### config.mk
export PLATFORM = sky130hd
export DESIGN_NAME = tagged_bigint_byte_parser_flat
export DESIGN_NICKNAME = d
export VERILOG_FILES = /design/src/hw/rtl/tbbp_pkg.sv /design/src/hw/rtl/tbbp_byte_if.sv /design/src/hw/rtl/tbbp_result_if.sv /design/src/hw/rtl/tbbp_engine.sv /design/src/hw/rtl/tagged_bigint_byte_parser.sv /design/src/flat_wrapper.sv
export SDC_FILE = /design/constraint.sdc
export NUM_CORES = 1
export LEC_CHECK = 0
export ABC_CLOCK_PERIOD_IN_PS = 7400
export BUFFER_PORTS_ARGS = -buffer_cell sky130_fd_sc_hd__buf_2
export CORE_MARGIN = 2
export CORE_UTILIZATION = 45
export DETAILED_ROUTE_END_ITERATION = 6
export GPL_TIMING_DRIVEN = 0
export PLACE_DENSITY_LB_ADDON = 0.05
export SLEW_MARGIN = 25
export SYNTH_ARGS = -nofsm -noshare
export SYNTH_HDL_FRONTEND = slang
export SYNTH_SLANG_ARGS = --single-unit
### constraint.sdc
create_clock -name clk -period 7.4 [get_ports clk]
set_clock_uncertainty 0.2 [all_clocks]
set_input_delay 1.48 -clock clk [delete_from_list [all_inputs] [get_ports clk]]
set_output_delay 1.48 -clock clk [all_outputs]
set_load 0.1 [all_outputs]
### src/hw/rtl/tbbp_pkg.sv
// Shared types, codes and helpers for the tagged big-integer byte parser.
// No dependencies; engine, top level and checker use scoped names, test files import it.
package tbbp_pkg;

  // Header byte fields.
  localparam logic [7:0] HDR_SIGN_MASK = 8'h03;
  localparam logic [7:0] HDR_LEN_MASK  = 8'h0c;
  localparam logic [7:0] HDR_RSVD_MASK = 8'hf0;
  localparam int         HDR_LEN_LSB   = 2;

  // First byte of a rational buffer.
  localparam logic [7:0] RATIONAL_PREFIX = 8'h10;

  // Sign codes as they appear in a header.
  localparam logic [1:0] HS_ZERO = 2'd0;
  localparam logic [1:0] HS_BAD  = 2'd2;
  localparam logic [1:0] HS_NEG  = 2'd3;

  // Sign codes as reported for a completed number.
  localparam logic [1:0] SIGN_NONE = 2'd0;
  localparam logic [1:0] SIGN_POS  = 2'd1;
  localparam logic [1:0] SIGN_NEG  = 2'd2;

  // Container modes.
  localparam logic [1:0] MODE_UNSIGNED = 2'd0;

  // Register map.
  localparam logic REG_CONTAINER_MODE = 1'b0;

  // Error codes.
  localparam logic [3:0] ERR_NONE       = 4'd0;
  localparam logic [3:0] ERR_RESERVED   = 4'd1;
  localparam logic [3:0] ERR_SIGN_CODE  = 4'd2;
  localparam logic [3:0] ERR_ZERO_LEN   = 4'd3;
  localparam logic [3:0] ERR_TRUNCATED  = 4'd4;
  localparam logic [3:0] ERR_TRAILING   = 4'd5;
  localparam logic [3:0] ERR_PREFIX     = 4'd6;
  localparam logic [3:0] ERR_DENOM      = 4'd7;
  localparam logic [3:0] ERR_NEG_UNSIGN = 4'd8;
  localparam logic [3:0] ERR_LEN_OVF    = 4'd9;

  typedef struct packed {
    logic        payload_valid;
    logic [7:0]  payload_byte;
    logic [31:0] payload_index;
    logic        number_slot;
    logic        number_done;
    logic [1:0]  sign_code;
    logic [34:0] mag_bits;
    logic        buffer_accepted;
    logic [3:0]  error_code;
  } result_t;

  // Number of significant bits in a byte.
  function automatic logic [3:0] bit_len8(input logic [7:0] b);
    logic [3:0] n;
    n = '0;
    for (int k = 0; k < 8; k++) begin
      if (b[k]) begin
        n = 4'(k + 1);
      end
    end
    return n;
  endfunction

endpackage

### src/hw/rtl/tbbp_byte_if.sv
// Byte channel into the parser: one buffer byte and its last-byte flag per beat.
// No dependencies.
interface tbbp_byte_if;
  logic       valid;
  logic       ready;
  logic [7:0] data_byte;
  logic       is_final;

  modport source (output valid, output data_byte, output is_final, input ready);
  modport sink (input valid, input data_byte, input is_final, output ready);
endinterface

### src/hw/rtl/tbbp_result_if.sv
// Result channel out of the parser: one result per accepted byte.
// No dependencies.
interface tbbp_result_if;
  logic        valid;
  logic        ready;
  logic        payload_valid;
  logic [7:0]  payload_byte;
  logic [31:0] payload_index;
  logic        number_slot;
  logic        number_done;
  logic [1:0]  sign_code;
  logic [34:0] mag_bits;
  logic        buffer_accepted;
  logic [3:0]  error_code;

  modport source (output valid, output payload_valid, output payload_byte,
                  output payload_index, output number_slot, output number_done,
                  output sign_code, output mag_bits, output buffer_accepted,
                  output error_code, input ready);
  modport sink (input valid, input payload_valid, input payload_byte,
                input payload_index, input number_slot, input number_done,
                input sign_code, input mag_bits, input buffer_accepted,
                input error_code, output ready);
endinterface

### src/hw/rtl/tbbp_engine.sv
// Parse state and combinational next-state logic for one buffer byte.
// Depends on tbbp_pkg for codes, the result struct and bit_len8.
module tbbp_engine #(
  parameter int LENGTH_WIDTH = 32
) (
  input  logic              clk,
  input  logic              rst,
  input  logic              step,
  input  logic [7:0]        data_byte,
  input  logic              is_final,
  input  logic [1:0]        container_mode,
  output tbbp_pkg::result_t result
);

  localparam int TBW = LENGTH_WIDTH + 3;

  typedef enum logic [2:0] {
    PH_START,
    PH_HEADER,
    PH_LENGTH,
    PH_MAG,
    PH_DONE,
    PH_ERROR
  } phase_t;

  phase_t                  phase, phase_next;
  logic [3:0]              len_field_bytes, len_field_bytes_next;
  logic [3:0]              len_cnt, len_cnt_next;
  logic [LENGTH_WIDTH-1:0] len_acc, len_acc_next;
  logic [LENGTH_WIDTH-1:0] remaining, remaining_next;
  logic [LENGTH_WIDTH-1:0] position, position_next;
  logic [TBW-1:0]          top_bits, top_bits_next;
  logic [1:0]              header_sign, header_sign_next;
  logic                    slot, slot_next;
  logic [3:0]              sticky_error, sticky_error_next;

  // Bits a length byte may carry at each position without exceeding LENGTH_WIDTH.
  logic [7:0] allow_mask [8];

  always_comb begin
    for (int k = 0; k < 8; k++) begin
      if (8 * k >= LENGTH_WIDTH) begin
        allow_mask[k] = '0;
      end else if (LENGTH_WIDTH - 8 * k >= 8) begin
        allow_mask[k] = 8'hff;
      end else begin
        allow_mask[k] = 8'hff >> (8 - (LENGTH_WIDTH - 8 * k));
      end
    end
  end

  always_comb begin
    logic                    raise_en;
    logic [3:0]              raise_code;
    logic                    do_complete;
    logic [1:0]              sign;
    logic [LENGTH_WIDTH-1:0] acc_upd;
    logic [LENGTH_WIDTH-1:0] rem_dec;
    logic [3:0]              cnt_inc;
    logic [1:0]              hdr_len_code;
    logic                    hdr_rsvd;

    phase_next           = phase;
    len_field_bytes_next = len_field_bytes;
    len_cnt_next         = len_cnt;
    len_acc_next         = len_acc;
    remaining_next       = remaining;
    position_next        = position;
    top_bits_next        = top_bits;
    header_sign_next     = header_sign;
    slot_next            = slot;
    sticky_error_next    = sticky_error;
    result               = '0;
    raise_en             = 1'b0;
    raise_code           = tbbp_pkg::ERR_NONE;
    do_complete          = 1'b0;
    sign                 = tbbp_pkg::SIGN_NONE;

    acc_upd      = len_acc | (LENGTH_WIDTH'(data_byte) << {len_cnt[2:0], 3'b000});
    rem_dec      = remaining - 1'b1;
    cnt_inc      = len_cnt + 4'd1;
    hdr_len_code = 2'((data_byte & tbbp_pkg::HDR_LEN_MASK) >> tbbp_pkg::HDR_LEN_LSB);
    hdr_rsvd     = |(data_byte & tbbp_pkg::HDR_RSVD_MASK);

    case (phase)
      PH_START, PH_HEADER: begin
        if (phase == PH_START && container_mode[1]) begin
          if (data_byte != tbbp_pkg::RATIONAL_PREFIX) begin
            raise_en   = 1'b1;
            raise_code = tbbp_pkg::ERR_PREFIX;
          end else begin
            phase_next = PH_HEADER;
          end
        end else if (hdr_rsvd) begin
          raise_en   = 1'b1;
          raise_code = tbbp_pkg::ERR_RESERVED;
        end else if ((data_byte & tbbp_pkg::HDR_SIGN_MASK) == 8'(tbbp_pkg::HS_BAD)) begin
          raise_en   = 1'b1;
          raise_code = tbbp_pkg::ERR_SIGN_CODE;
        end else begin
          header_sign_next     = 2'(data_byte & tbbp_pkg::HDR_SIGN_MASK);
          len_field_bytes_next = 4'd1 << hdr_len_code;
          len_cnt_next         = '0;
          len_acc_next         = '0;
          phase_next           = PH_LENGTH;
        end
      end
      PH_LENGTH: begin
        if (|(data_byte & ~allow_mask[len_cnt[2:0]])) begin
          raise_en   = 1'b1;
          raise_code = tbbp_pkg::ERR_LEN_OVF;
        end else begin
          len_acc_next = acc_upd;
          len_cnt_next = cnt_inc;
          if (cnt_inc >= len_field_bytes) begin
            if (header_sign == tbbp_pkg::HS_ZERO && acc_upd != '0) begin
              raise_en   = 1'b1;
              raise_code = tbbp_pkg::ERR_ZERO_LEN;
            end else if (acc_upd == '0) begin
              top_bits_next = '0;
              do_complete   = 1'b1;
            end else begin
              remaining_next = acc_upd;
              position_next  = '0;
              top_bits_next  = '0;
              phase_next     = PH_MAG;
            end
          end
        end
      end
      PH_MAG: begin
        result.payload_valid = 1'b1;
        result.payload_byte  = data_byte;
        result.payload_index = 32'(position);
        result.number_slot   = slot;
        if (data_byte != 8'd0) begin
          top_bits_next = {position, 3'b000} + TBW'(tbbp_pkg::bit_len8(data_byte));
        end
        position_next  = position + 1'b1;
        remaining_next = rem_dec;
        if (rem_dec == '0) begin
          do_complete = 1'b1;
        end
      end
      PH_DONE: begin
        raise_en   = 1'b1;
        raise_code = tbbp_pkg::ERR_TRAILING;
      end
      default: begin
      end
    endcase

    if (do_complete) begin
      if (top_bits_next != '0) begin
        sign = (header_sign == tbbp_pkg::HS_NEG) ? tbbp_pkg::SIGN_NEG : tbbp_pkg::SIGN_POS;
      end
      result.number_slot = slot;
      result.number_done = 1'b1;
      result.sign_code   = sign;
      result.mag_bits    = 35'(top_bits_next);
      if (slot && sign != tbbp_pkg::SIGN_POS) begin
        raise_en   = 1'b1;
        raise_code = tbbp_pkg::ERR_DENOM;
      end else if (!slot && container_mode == tbbp_pkg::MODE_UNSIGNED &&
                   sign == tbbp_pkg::SIGN_NEG) begin
        raise_en   = 1'b1;
        raise_code = tbbp_pkg::ERR_NEG_UNSIGN;
      end else if (container_mode[1] && !slot) begin
        slot_next  = 1'b1;
        phase_next = PH_HEADER;
      end else begin
        phase_next = PH_DONE;
      end
    end

    if (raise_en) begin
      if (sticky_error == tbbp_pkg::ERR_NONE) begin
        sticky_error_next = raise_code;
      end
      phase_next = PH_ERROR;
    end

    if (is_final) begin
      if (sticky_error_next == tbbp_pkg::ERR_NONE && phase_next != PH_DONE) begin
        sticky_error_next = tbbp_pkg::ERR_TRUNCATED;
      end
      result.buffer_accepted = (sticky_error_next == tbbp_pkg::ERR_NONE);
      result.error_code      = sticky_error_next;
      // The last byte of a buffer always returns the parser to its initial state.
      phase_next           = PH_START;
      len_field_bytes_next = '0;
      len_cnt_next         = '0;
      len_acc_next         = '0;
      remaining_next       = '0;
      position_next        = '0;
      top_bits_next        = '0;
      header_sign_next     = '0;
      slot_next            = 1'b0;
      sticky_error_next    = tbbp_pkg::ERR_NONE;
    end else begin
      result.error_code = sticky_error_next;
    end
  end

  always_ff @(posedge clk) begin
    if (rst) begin
      phase           <= PH_START;
      len_field_bytes <= '0;
      len_cnt         <= '0;
      len_acc         <= '0;
      remaining       <= '0;
      position        <= '0;
      top_bits        <= '0;
      header_sign     <= '0;
      slot            <= 1'b0;
      sticky_error    <= tbbp_pkg::ERR_NONE;
    end else if (step) begin
      phase           <= phase_next;
      len_field_bytes <= len_field_bytes_next;
      len_cnt         <= len_cnt_next;
      len_acc         <= len_acc_next;
      remaining       <= remaining_next;
      position        <= position_next;
      top_bits        <= top_bits_next;
      header_sign     <= header_sign_next;
      slot            <= slot_next;
      sticky_error    <= sticky_error_next;
    end
  end

endmodule

### src/hw/rtl/tagged_bigint_byte_parser.sv
// Top level of the tagged big-integer byte parser: input register, parse engine,
// result register and the APB mode register. Depends on tbbp_pkg, both channel
// interfaces and tbbp_engine.
//
//   channel   | kind      | beat carries
//   ----------+-----------+------------------------------------------------------
//   bytes     | sink      | data_byte, is_final
//   results   | source    | payload, number completion, acceptance, error code
//   apb       | APB slave | container_mode at byte address 0
//
// Each byte passes through the input register, then through the parse logic into the
// result register. One byte is accepted every cycle while the results are not stalled;
// the parse state update for one byte feeds the next.
// A stalled result register holds its beat and back-pressures the input register.
// Reset is synchronous and returns the parser to expect a prefix or header, mode unsigned.
module tagged_bigint_byte_parser #(
  parameter int LENGTH_WIDTH = 32
) (
  input  logic                 clk,
  input  logic                 rst,
  input  logic                 psel,
  input  logic                 penable,
  input  logic                 pwrite,
  input  logic [2:0]           paddr,
  input  logic [31:0]          pwdata,
  output logic [31:0]          prdata,
  output logic                 pready,
  tbbp_byte_if.sink            bytes,
  tbbp_result_if.source        results
);

  logic [1:0]        container_mode;
  logic              in_valid;
  logic [7:0]        in_byte;
  logic              in_final;
  logic              out_valid;
  tbbp_pkg::result_t out_res;
  tbbp_pkg::result_t step_res;
  logic              step;

  assign pready = 1'b1;
  assign prdata = (paddr[2] == tbbp_pkg::REG_CONTAINER_MODE) ? {30'd0, container_mode} : '0;

  always_ff @(posedge clk) begin
    if (rst) begin
      container_mode <= tbbp_pkg::MODE_UNSIGNED;
    end else if (psel && penable && pwrite && pready &&
                 paddr[2] == tbbp_pkg::REG_CONTAINER_MODE) begin
      container_mode <= pwdata[1:0];
    end
  end

  // The input register moves on whenever the result register is empty or being drained.
  assign step        = in_valid && (!out_valid || results.ready);
  assign bytes.ready = !in_valid || step;

  always_ff @(posedge clk) begin
    if (rst) begin
      in_valid <= 1'b0;
    end else if (bytes.ready) begin
      in_valid <= bytes.valid;
    end
    if (bytes.valid && bytes.ready) begin
      in_byte  <= bytes.data_byte;
      in_final <= bytes.is_final;
    end
  end

  tbbp_engine #(
    .LENGTH_WIDTH(LENGTH_WIDTH)
  ) u_engine (
    .clk           (clk),
    .rst           (rst),
    .step          (step),
    .data_byte     (in_byte),
    .is_final      (in_final),
    .container_mode(container_mode),
    .result        (step_res)
  );

  always_ff @(posedge clk) begin
    if (rst) begin
      out_valid <= 1'b0;
    end else if (step) begin
      out_valid <= 1'b1;
    end else if (results.ready) begin
      out_valid <= 1'b0;
    end
    if (step) begin
      out_res <= step_res;
    end
  end

  assign results.valid           = out_valid;
  assign results.payload_valid   = out_res.payload_valid;
  assign results.payload_byte    = out_res.payload_byte;
  assign results.payload_index   = out_res.payload_index;
  assign results.number_slot     = out_res.number_slot;
  assign results.number_done     = out_res.number_done;
  assign results.sign_code       = out_res.sign_code;
  assign results.mag_bits        = out_res.mag_bits;
  assign results.buffer_accepted = out_res.buffer_accepted;
  assign results.error_code      = out_res.error_code;

endmodule

### src/flat_wrapper.sv
// flat-port wrapper written by rule: the top's interface ports become plain ports
module tagged_bigint_byte_parser_flat 
#(
  parameter int LENGTH_WIDTH = 32
)
  (clk, rst, psel, penable, pwrite, paddr, pwdata, prdata, pready, bytes_valid, bytes_data_byte, bytes_is_final, bytes_ready, results_valid, results_payload_valid, results_payload_byte, results_payload_index, results_number_slot, results_number_done, results_sign_code, results_mag_bits, results_buffer_accepted, results_error_code, results_ready);
  tbbp_byte_if bytes_i ();
  tbbp_result_if results_i ();
  input  logic clk;
  input  logic rst;
  input  logic psel;
  input  logic penable;
  input  logic pwrite;
  input  logic [2:0] paddr;
  input  logic [31:0] pwdata;
  output logic [31:0] prdata;
  output logic pready;
  input wire logic [$bits(bytes_i.valid)-1:0] bytes_valid;
  input wire logic [$bits(bytes_i.data_byte)-1:0] bytes_data_byte;
  input wire logic [$bits(bytes_i.is_final)-1:0] bytes_is_final;
  output wire logic [$bits(bytes_i.ready)-1:0] bytes_ready;
  output wire logic [$bits(results_i.valid)-1:0] results_valid;
  output wire logic [$bits(results_i.payload_valid)-1:0] results_payload_valid;
  output wire logic [$bits(results_i.payload_byte)-1:0] results_payload_byte;
  output wire logic [$bits(results_i.payload_index)-1:0] results_payload_index;
  output wire logic [$bits(results_i.number_slot)-1:0] results_number_slot;
  output wire logic [$bits(results_i.number_done)-1:0] results_number_done;
  output wire logic [$bits(results_i.sign_code)-1:0] results_sign_code;
  output wire logic [$bits(results_i.mag_bits)-1:0] results_mag_bits;
  output wire logic [$bits(results_i.buffer_accepted)-1:0] results_buffer_accepted;
  output wire logic [$bits(results_i.error_code)-1:0] results_error_code;
  input wire logic [$bits(results_i.ready)-1:0] results_ready;
  assign bytes_i.valid = bytes_valid;
  assign bytes_i.data_byte = bytes_data_byte;
  assign bytes_i.is_final = bytes_is_final;
  assign bytes_ready = bytes_i.ready;
  assign results_valid = results_i.valid;
  assign results_payload_valid = results_i.payload_valid;
  assign results_payload_byte = results_i.payload_byte;
  assign results_payload_index = results_i.payload_index;
  assign results_number_slot = results_i.number_slot;
  assign results_number_done = results_i.number_done;
  assign results_sign_code = results_i.sign_code;
  assign results_mag_bits = results_i.mag_bits;
  assign results_buffer_accepted = results_i.buffer_accepted;
  assign results_error_code = results_i.error_code;
  assign results_i.ready = results_ready;
  tagged_bigint_byte_parser #(.LENGTH_WIDTH(LENGTH_WIDTH)) u_core (.clk(clk), .rst(rst), .psel(psel), .penable(penable), .pwrite(pwrite), .paddr(paddr), .pwdata(pwdata), .prdata(prdata), .pready(pready), .bytes(bytes_i), .results(results_i));
endmodule
==> run_results.csv <==
group,metric,value,unit
drt,firstDrtPassIters,5,
logic_synthesis,ys_ff_latch,247,
logic_synthesis,synth_top_cell_by_area,"dfxtp_1",
finish,final_core_util,53.3,%
power,combPwrFrac,14.2,%
grt,grt_use_total,30.0,%
die,ioPinCount,171,
power,p_int,2.36,mW
logic_synthesis,yosys_warnings,0,
placement,numPortBuffers,106,
logic_synthesis,yosysMostFrequentCell,"nor2_1",
power,leakagePower,5.37,nW
logic_synthesis,synth_cell_types,87,
drt,num_vias,12800,
timing,hold_viol_final,0,
drt,post_drt_wl_per_cell,22.3,µm
placement,dpl.hpwl,34700,µm
die,die-area,0.0308,mm²
power,seqPwrFrac,43.3,%
logic_synthesis,yosysTopAreaCellShare,23.1,%
clock_network,ctsHoldBuffers,0,
die,chipWidth,176,µm
placement,gp_congestion,1.00,
clock_network,cts-htree-levels,1,
drt,remaining_drc_errors,0,
die,core_area,0.0289,mm²
logic_synthesis,synth-edff-count,94,
grt,grt_max_degree,49,
setup_path,worstSetupEndpointType,"register",
logic_synthesis,async_reset_ff_share,0,%
die,die_h,176,µm
job,cap_viol_max_count,0,
run_status,outcome,"finished, final reports clean",
clock_network,clockBufferDepth,3,
power,cellPowerDensity,219,mW/mm²
clock_network,postCtsSetupBuffers,0,
timing,fin_crit,4.96,ns
power,vdd_drop_max,163,µV
clock_network,cts_root_buf,"clkbuf_16",
grt,grt_pass1_wl,71300,µm
grt,antenna_found_initial,0,
timing,rsz0062_at_grt,"false",
clock_network,cts_buffers,28,
timing,whs,0.294,ns
worst_hold_path,hold_path.startpoint,"u_core.u_engine.len_acc[3]",
drt,drt-total-wl,47300,µm
setup_path,crit_type,"reg2reg",
setup_path,startpoint,"u_core.u_engine.len_cnt[1]",
clock_network,insertion_delay,0.56,ns
setup_path,cp-start-kind,"register",
timing,worstMarginPinSlew,1.05,ns
finish,drive_gt1_share,14.2,%
clock_network,path_clk_slew,0.06,ns
clock_network,post_cts_resized,0,
power,pwr-share-clk,42.5,%
setup_path,r2r_start,"u_core.u_engine.len_cnt[1]",
drt,ant_nets,0,
finish,n_fill_cell,2882,
timing,fmax,202,MHz
power,p_sw,0.999,mW
logic_synthesis,syn_inst,1552,
power,swShare,29.7,%
logic_synthesis,synth_seq_area_share,44.4,%
logic_synthesis,synth_area,0.0133,mm²
setup_path,crit_required,7.51,ns
worst_hold_path,hp-class,"reg2reg",
clock_network,cts_sinks,247,
timing,slew_viol_final,0,
die,std_cell_rows,62,
setup_path,cp.arrival,5.07,ns
logic_synthesis,synth_common_cells,"nor2_1, a21oi_1, dfxtp_1",
logic_synthesis,synth_area_leaders,"dfxtp_1, edfxtp_1, nor2_1, a21oi_1, a22oi_1",
drt,viasPerCell,6.01,
grt,grt_pass1_vias,11900,
clock_network,cts_tree,"yes",
drt,drtIter0Drc,1255,
finish,diodes,0,
finish,syn_to_final_growth,16.0,%
grt,grt_overflow,0,
finish,fin_nets,1779,
timing,relSlewSlack,30.3,%
logic_synthesis,syn_area_per_cell,8.54,µm²
setup_path,cp_max_fo,10,
die,start_util,45.9,%
logic_synthesis,synth_ff_type,"dfxtp_1",
timing,setup_violations,0,
timing,finalCritPeriodShare,67.0,%
-- routing by layer --
layer	vias to the layer above	part of all wire, %	global-route usage, %
li1	5930	-	-
met1	6119	41	39.0
met2	587	47	49.7
met3	128	6.8	4.05
met4	0	4.7	13.8
met5	-	0	0
-- per-stage QoR --
stage / power (mW) / setup WS, ns / TNS, ns / instance area, µm² / instances
5_1_grt: 3.45 / 2.13 / 0 / 15400 / 2124
3_5_place_dp: 1.96 / 2.57 / 0 / 14400 / 2072
4_1_cts: 3.38 / 2.52 / 0 / 15400 / 2124
6_report: 3.36 / 2.44 / 0 / 15400 / 2124
2_1_floorplan: 1.86 / 1.34 / 0 / 13400 / 1581
3_3_place_gp: 1.96 / -1.14 / -24.49 / 14400 / 2071
-- final cells by class --
class                      instances  area (µm²)  share of cell area, %
timing repair buffer             107         558                   3.63
sequential                       247        5890                   38.3
inverter                          25        93.8                  0.611
buffer                           148         704                   4.58
multi-input combinational       1161        6700                   43.6
clock buffer                      42         867                   5.64
clock inverter                    10        86.3                  0.562
tap                              384         480                   3.13
-- path summary, 6_finish.rpt --
path                                                      to  slack (ns)  cells after the start
worst max-delay path            u_core.results.error_code[2]        2.44                     15
worst min register to register    u_core.u_engine.len_acc[3]        0.29                      2
worst max register to register  u_core.results.error_code[2]        2.44                     15
worst min-delay path              u_core.u_engine.len_acc[3]        0.29                      2
-- critical path, cell delays in order (launching register included) --
cell,delay [ns]
dfxtp_1,0.40
buf_1,0.45
nand3_1,0.18
xnor2_1,0.18
ha_1,0.23
a2111oi_2,0.73
nor3_2,0.24
o21bai_2,0.34
buf_2,0.29
a22oi_1,0.11
o21ai_1,0.25
nor4_4,0.12
a311oi_2,0.33
o221a_2,0.30
o21ai_2,0.11
a41o_1,0.26
-- placed cells by master (no fill, tap or decap), drive strengths merged, types with 9 or more instances in the layout --
master / synthesis / final
a211oi: 13 / 13
a21oi: 168 / 168
a22oi: 57 / 57
and2: 43 / 43
buf: 55 / 162
clkbuf: 93 / 135
conb: 2 / 31
dfxtp: 153 / 153
edfxtp: 94 / 94
ha: 10 / 10
inv: 24 / 26
nand2: 92 / 92
nand2b: 10 / 10
nand3: 37 / 37
nand4: 30 / 30
nor2: 257 / 257
nor2b: 11 / 11
nor3: 52 / 52
nor4: 38 / 38
o211ai: 9 / 9
o21ai: 66 / 66
o31ai: 10 / 10
or3: 18 / 18
or4: 14 / 14
xnor2: 31 / 31
xor2: 25 / 25
-- flip-flops by register name, indices dropped and copies added (netlist names), 3 cells and up --
name,flops
u_core.results.error_code,4
u_core.u_engine.len_field_bytes,4
u_core.u_engine.phase,3
u_core.u_engine.top_bits,35
u_core.u_engine.len_acc,32
u_core.u_engine.position,32
u_core.u_engine.remaining,32
u_core.results.payload_index,32
u_core.results.payload_byte,8
u_core.u_engine.len_cnt,4
u_core.u_engine.sticky_error,4
u_core.results.mag_bits,35
u_core.in_byte,8
-- kinds of logic after synthesis --
family	count (synthesis)	share of synthesized area, %
buffers and inverters	173	6.00
adder cells (fa/ha/maj)	10	0.944
AO/OA/AOI/OAI	410	19.9
other	2	0.0567
AND/OR/NAND/NOR	651	24.8
XOR/XNOR	56	3.70
multiplexers	3	0.227
flip-flops	247	44.4
-- power groups by stage --
stage / Combinational (mW) / Clock (mW) / Sequential (mW)
floorplan: 0.217 / 0 / 1.64
global route: 0.497 / 1.50 / 1.46
finish: 0.477 / 1.43 / 1.46
global placement: 0.469 / 0 / 1.49
detailed placement: 0.471 / 0 / 1.48
CTS: 0.472 / 1.45 / 1.46
Note: power is estimated with default switching activity, not from simulation.
